<file path="config.mk">
export PLATFORM = sky130hd
export DESIGN_NAME = rdq_front
export DESIGN_NICKNAME = d
export VERILOG_FILES = /design/src/rtl/assert_macros.svh /design/src/rtl/rdq_pkg.sv /design/src/rtl/rdq_front.sv
export SDC_FILE = /design/constraint.sdc
export NUM_CORES = 1
export LEC_CHECK = 0
export ABC_AREA = 0
export BUFFER_PORTS_ARGS = -buffer_cell sky130_fd_sc_hd__buf_2
export CAP_MARGIN = 40
export CORE_UTILIZATION = 46
export CTS_BUF_LIST = sky130_fd_sc_hd__clkbuf_4 sky130_fd_sc_hd__clkbuf_8 sky130_fd_sc_hd__clkbuf_16
export DETAILED_ROUTE_END_ITERATION = 16
export GPL_ROUTABILITY_DRIVEN = 1
export PLACE_DENSITY = 0.74
export SYNTH_ARGS = -nofsm -noshare
export SYNTH_HDL_FRONTEND = slang
export SYNTH_SLANG_ARGS = --single-unit
</file>
<file path="constraint.sdc">
create_clock -name i_clk -period 1.53 [get_ports i_clk]
set_input_delay 0.153 -clock i_clk [delete_from_list [all_inputs] [get_ports i_clk]]
set_output_delay 0.153 -clock i_clk [all_outputs]
set_load 0.1 [all_outputs]
</file>
<file path="src/rtl/assert_macros.svh">
// assertion macros shared by the rtl
`ifndef ASSERT_MACROS_SVH
`define ASSERT_MACROS_SVH

// same-cycle implication, checked out of reset
`define RDQ_ASSERT_NOW(label, clk, rst_n, ante, cons) \
    label: assert property (@(posedge clk) disable iff (!(rst_n)) (ante) |-> (cons)) \
        else $error("rdq assertion failed");

// next-cycle implication, checked out of reset
`define RDQ_ASSERT_NEXT(label, clk, rst_n, ante, cons) \
    label: assert property (@(posedge clk) disable iff (!(rst_n)) (ante) |=> (cons)) \
        else $error("rdq assertion failed");

`endif

</file>
<file path="src/rtl/rdq_pkg.sv">
`timescale 1ns / 1ps

package rdq_pkg;

    // field widths fixed by the stream format
    localparam int VALUE_IN_BITS  = 16;
    localparam int COUNT_BITS     = 11;
    localparam int OUT_PAD_BITS   = 5;
    localparam int OUT_TDATA_BITS = VALUE_IN_BITS + COUNT_BITS + OUT_PAD_BITS;

    // action codes as carried on the input tuser
    typedef enum logic [2:0] {
        ACT_CLEAR   = 3'd0,
        ACT_LOAD    = 3'd1,
        ACT_REVERSE = 3'd2,
        ACT_DELETE  = 3'd3,
        ACT_READ    = 3'd4,
        ACT_NOP     = 3'd5
    } t_act;

    // result status codes as carried on the output tuser
    typedef enum logic [1:0] {
        ST_OK         = 2'd0,
        ST_ERROR      = 2'd1,
        ST_EMPTY_READ = 2'd2,
        ST_FULL       = 2'd3
    } t_status;

    // classified command from the front queue
    typedef struct packed {
        t_act                     act;
        logic [VALUE_IN_BITS-1:0] value;
    } t_cmd;

    // result fields waiting on the memory read
    typedef struct packed {
        t_status               status;
        logic                  last;
        logic [COUNT_BITS-1:0] count;
        logic                  use_rdata;
    } t_res;

endpackage

</file>
<file path="src/rtl/rdq_front.sv">
`timescale 1ns / 1ps

module rdq_front
    import rdq_pkg::*;
(
    input  logic                     i_clk,
    input  logic                     i_rst_n,
    input  logic                     i_tvalid,
    output logic                     o_tready,
    input  logic [VALUE_IN_BITS-1:0] i_tdata,
    input  logic [2:0]               i_tuser,
    output logic                     o_valid,
    input  logic                     i_ready,
    output t_cmd                     o_cmd
);

    t_cmd       r_q [2];
    logic       r_wp;
    logic       r_rp;
    logic [1:0] r_fill;
    t_act       w_act;
    logic       w_push;
    logic       w_pop;

    // classify the action code, unused codes become no-ops
    always_comb begin
        if (i_tuser <= ACT_READ) begin
            w_act = t_act'(i_tuser);
        end else begin
            w_act = ACT_NOP;
        end
    end

    assign o_tready = (r_fill != 2'd2);
    assign o_valid  = (r_fill != 2'd0);
    assign o_cmd    = r_q[r_rp];
    assign w_push   = i_tvalid && o_tready;
    assign w_pop    = o_valid && i_ready;

    // two-entry command queue, payload
    always_ff @(posedge i_clk) begin
        if (w_push) begin
            r_q[r_wp] <= '{act: w_act, value: i_tdata};
        end
    end

    // queue pointers and fill level
    always_ff @(posedge i_clk) begin
        if (!i_rst_n) begin
            r_wp   <= 1'b0;
            r_rp   <= 1'b0;
            r_fill <= 2'd0;
        end else begin
            if (w_push) begin
                r_wp <= ~r_wp;
            end
            if (w_pop) begin
                r_rp <= ~r_rp;
            end
            if (w_push && !w_pop) begin
                r_fill <= r_fill + 2'd1;
            end else if (w_pop && !w_push) begin
                r_fill <= r_fill - 2'd1;
            end
        end
    end

endmodule

</file>
# After elaboration in Yosys (flattened, before gate mapping)
# Memory sizes are Yosys's and may differ from the RTL's. A register that Yosys moved wholly into a read port is not among the register bits.
# Index checks and enable logic that the tools add are counted.
[classes] n_addsub=2 order_cmp=1 n_eq_ne=1 muxes=7 n_bitwise=2 reduce_logical=8
[op_table] op="1-bit logical AND" count=4
[op_table] op="1-bit 2-to-1 mux" count=4
[op_table] op="2-bit 2-to-1 mux" count=2
[op_table] op="2-bit nonzero test" count=2
[op_table] op="3-bit less-or-equal comparator (second input constant)" count=1
[op_table] op="3-bit 2-to-1 mux" count=1
[op_table] op="2-bit by 1-bit adder with 2-bit output (second input constant)" count=1
[op_table] op="1-bit logical NOT" count=2
[op_table] op="2-bit != test (second input constant)" count=1
[op_table] op="1-bit NOT" count=2
[op_table] op="2-bit by 1-bit subtractor with 2-bit output (second input constant)" count=1
[totals] ff_bits=4 ram_bits=38 out_inout_bits=21 wordCells=25 n_memories=1
[memory_table] name="r_q" words=2 word_bits=19 read_ports=1 rd_clocked_by_memory_dff=1 wr=1 line="rdq_front.sv:17" text="t_cmd r_q [2];"

# Depth between registers and ports, before layout
[depth] word_depth=6 depth_mapped=6 mapped_depth_nobuf=6

# Least setup slack after synthesis
# Ideal clock, no wire load.
[synth_timing] path_type="reg2reg" from="register r_fill[0]" to="memory r_q[1][0] (netlist name), enable pin" setup_ns=0.377 arrival_time_ns=1.344 required_ns=1.153 path_slack_ns=-0.192 stages_incl_launch_ff=3 period_less_slack_ns=1.722 path_cell_list="dfxtp_1 nand2b_4 and3_1"
[synth_via] elab_chain_cells=4
[synth_lines] element="start: declaration" line="rdq_front.sv:20" text="logic [1:0] r_fill;"
[synth_lines] element="start signal: assignment" line="rdq_front.sv:61" text="r_fill <= r_fill + 2'd1;"
[synth_lines] element="start signal: assignment" line="rdq_front.sv:63" text="r_fill <= r_fill - 2'd1;"
[synth_lines] element="2-bit != test" line="rdq_front.sv:34" text="assign o_tready = (r_fill != 2'd2);"
[synth_lines] element="net o_tready" line="rdq_front.sv:9" text="output logic o_tready,"
[synth_lines] element="1-bit logical AND" line="rdq_front.sv:37" text="assign w_push = i_tvalid && o_tready;"
[synth_lines] element="1-bit 2-to-1 mux" line="rdq_front.sv:42" text="if (w_push) begin"
[synth_lines] element="1-bit 2-to-1 mux (not written as such)" line="rdq_front.sv:43" text="r_q[r_wp] <= '{act: w_act, value: i_tdata};"
[synth_lines] element="end: declaration" line="rdq_front.sv:17"
# The timed path passes the listed nets, and every way through them passes these cells.

==> reports/qor.json <==
{
  "run_status": "complete, but fails checks",
  "failed_checks": "negative setup slack",
  "mappedNetlistNets": 110,
  "coreArea_mm2": 0.00336,
  "wl_per_cell_um": 15.9,
  "synthFlopType": "sky130_fd_sc_hd__edfxtp_1",
  "cp_num_buf_inv": 2,
  "clock_insertion_delay_worst_skew_ns": 0.34,
  "critical_path_fanout_max": 8,
  "synth_top_area_frac": 0.701,
  "layout_setup_ws_ns": -0.0000310,
  "area.growth.synth_to_final_pct": 59.3,
  "power.ir.vdd_worst_mv": 1.83,
  "period_needed_ns": 1.53,
  "drc_errors": 0,
  "ys_ff_latch": 43,
  "synth_cells": 86,
  "holdPathStages": 1,
  "cts.path.max_buffers": 2,
  "via_count_of_the_first_global_routing_pass": 987,
  "post_synth_instance_area_mm2": 0.00163,
  "grt_pass1_wl_um": 4580,
  "async_reset_ff_frac": 0,
  "power_leakage_nw": 1.03,
  "initial_utilization": 0.484,
  "fp-row-count": 21,
  "cp_top_family": "flip-flops",
  "clock_sinks": 43,
  "htreeDepth": 2,
  "criticalPathCategory": "flop to output port",
  "gr-usage-all-layers": 0.182,
  "rsz_0062_raised_after_global_routing": "yes",
  "min_period_over_period": 1.00,
  "setup_viol": 1,
  "antenna_found_initial": 0,
  "drive_gt1_frac": 0.548,
  "tritoncts": "yes",
  "yosysUniqueCellTypes": 23,
  "hold_path_startpoint": "i_tuser[2]",
  "timing.hold.ws_ns": 0.0431,
  "layout.core_utilization": 0.771,
  "drt_pre_antenna_iters": 4,
  "filler_cell_count": 213,
  "timing.critical_path.cells": "buf_8, mux2_4, buf_12",
  "relSlewSlack": 0.679,
  "die_width_um": 61.5,
  "critical_path.reg2reg.startpoint": "r_fill[1]$_SDFFE_PN0P_",
  "synth_seq_area_share": 0.762,
  "ys_top_cells_by_count": "sky130_fd_sc_hd__edfxtp_1 (38), sky130_fd_sc_hd__mux2_2 (19), sky130_fd_sc_hd__dfxtp_1 (5)",
  "floorplan.die.height_um": 61.5,
  "data_arrival_at_the_endpoint_of_the_critical_path_ns": 1.38,
  "wl_um": 3200,
  "worstMarginPinSlew_ns": 0.484,
  "report.final.slew_viol_count": 0,
  "dp_hpwl_um": 2060,
  "cts-root-buf": "sky130_fd_sc_hd__clkbuf_4",
  "largest_net_degree_at_the_start_of_global_routing": 20,
  "timing.clock.skew_ns": 0.0115,
  "synth.top_cells.by_area": "sky130_fd_sc_hd__edfxtp_1 (70%), sky130_fd_sc_hd__mux2_2 (13%), sky130_fd_sc_hd__dfxtp_1 (6.1%), sky130_fd_sc_hd__and2_1 (1.5%), sky130_fd_sc_hd__xnor2_1 (1.1%)",
  "pwr_density_cell_mw_per_mm2": 2100,
  "total_nets_final": 178,
  "most_used_standard_cell_by_instance_count_after_synthesis": "sky130_fd_sc_hd__edfxtp_1",
  "route.detailed.vias_per_inst": 4.76,
  "totalPowerFinal_w": 0.00544,
  "cap_viol_max_count": 0,
  "synth_area_leader_cell": "sky130_fd_sc_hd__edfxtp_1",
  "rrSetupSlack_ns": 0.07,
  "hold_class": "input pin to flop",
  "sink_of_the_worst_hold_path": "r_q[1][18]$_DFFE_PP_",
  "register_clock_pin_slew_on_the_reported_worst_setup_and_hold_paths_ns": 0.11,
  "vias_after_detailed_routing": 957,
  "critical-path-slowest-cell": "sky130_fd_sc_hd__dfxtp_4",
  "ys_warn_count": 0,
  "gp_congestion": 0.728,
  "pin_count": 44,
  "drtIter0Drc": 39,
  "report.final.hold_viol_count": 0,
  "numPortBuffers": 43,
  "synth_area_per_cell_um2": 18.9,
  "fp.dieArea_mm2": 0.00378,
  "globalRouteOverflowTotal": 0,
  "worstRegToRegCells": 4,
  "antenna_cells_inserted": 0,
  "fmax_mhz": 654,
  "critical_path_capture_point_type": "output port",
  "drtAntennaViolNets": 0,
  "crit-reg2reg-capture": "r_fill[1]$_SDFFE_PN0P_",
  "tritoncts.num_buffers": 5,
  "timing.critical_path.required_ns": 1.38,
  "cp-start-kind": "flop",
  "number_of_enable_flip_flop_cells_after_synthesis": 38,
  "cp_slowest_stage_delay_ns": 0.39
}
-- sequential cells by signal (all words and copies together) (netlist names), named ones only --
signal	cells
r_fill	2
r_q	38
r_rp	1
r_wp	1
-- stage by stage --
step | cells | setup slack [ns] | cell area [um2] | setup TNS [ns]
6_report | 201 | -0.0000310 | 2590 | -0.0000310
4_1_cts | 200 | -0.0427 | 2520 | -0.493
2_1_floorplan | 86 | -0.0726 | 1650 | -0.0726
5_1_grt | 201 | -0.0691 | 2590 | -0.997
3_3_place_gp | 176 | 0.133 | 2220 | 0
3_5_place_dp | 176 | 0.0715 | 2220 | 0
-- final cells by class --
class / instances / area (um2) / share of cell area
flip-flops and latches: 43 / 1250 / 0.481
well taps: 46 / 57.6 / 0.0222
clock buffers: 6 / 45.0 / 0.0174
repair buffers: 64 / 721 / 0.278
clock inverters: 2 / 60.1 / 0.0232
inverters: 1 / 7.51 / 0.00290
multi-input cells: 39 / 454 / 0.175
-- cell families (layout without fill, tap and decap cells) --
group / Yosys count / count (layout) / synth area share
AOI/OAI and AO/OA: 6 / 6 / 0.0261
xor gates and xnor gates: 3 / 3 / 0.0161
adders and majority gates: 1 / 1 / 0.00769
buffers and inverters: 4 / 73 / 0.0123
DFF: 43 / 43 / 0.762
muxes: 19 / 19 / 0.131
and+or+nand+nor: 10 / 10 / 0.0438
-- placed cells by master, fill, tap and decap left out, types with 2 or more instances in the layout --
cell,count
sky130_fd_sc_hd__dfxtp_1,2
sky130_fd_sc_hd__edfxtp_1,38
sky130_fd_sc_hd__buf_4,4
sky130_fd_sc_hd__clkbuf_4,6
sky130_fd_sc_hd__mux2_4,19
sky130_fd_sc_hd__buf_2,23
sky130_fd_sc_hd__dfxtp_2,2
sky130_fd_sc_hd__dlygate4sd3_1,16
sky130_fd_sc_hd__bufinv_16,2
sky130_fd_sc_hd__xnor2_1,2
sky130_fd_sc_hd__and2_1,3
sky130_fd_sc_hd__buf_12,20
-- per-layer routing --
| metal | part of all wire | track usage | vias to the layer above |
|---|---|---|---|
| li1 | - | - | 461 |
| met1 | 0.40 | 0.209 | 457 |
| met2 | 0.54 | 0.303 | 35 |
| met3 | 0.046 | 0.0525 | 4 |
| met4 | 0.010 | 0.105 | 0 |
| met5 | 0 | 0 | - |
-- report_power, final --
group / total, W / switching (W) / leakage [nW] / internal, W
clock: 0.000859 / 0.000332 / 0.0559 / 0.000528
sequential: 0.00158 / 0.0000926 / 0.398 / 0.00149
combinational: 0.00300 / 0.00185 / 0.575 / 0.00115
-- worst max-delay path by stage --
stage | startpoint | to | slack [ns] | cells past startpoint
after floorplan | r_fill[0]$_SDFFE_PN0P_ | r_fill[1]$_SDFFE_PN0P_ | -0.07 | 5
after global placement | r_fill[0]$_SDFFE_PN0P_ | r_q[0][7]$_DFFE_PP_ | 0.13 | 3
after detailed placement | r_fill[1]$_SDFFE_PN0P_ | r_fill[1]$_SDFFE_PN0P_ | 0.07 | 6
after CTS | flop | o_cmd[11] | -0.04 | 3
after global routing | flop | o_cmd[16] | -0.07 | 3
final | flop | o_cmd[16] | -0.00003 | 3
-- what timing repair did --
| item | CTS | global route |
|---|---|---|
| hold buffers | 15 | 1 |
| resized for setup | 11 | 17 |
| hold endpoints to repair | 30 | 1 |
| setup endpoints to repair | 19 | 39 |
| gates cloned | 0 | 0 |
| setup buffers | 1 | 0 |
Note: power is estimated with default switching activity, not from simulation.
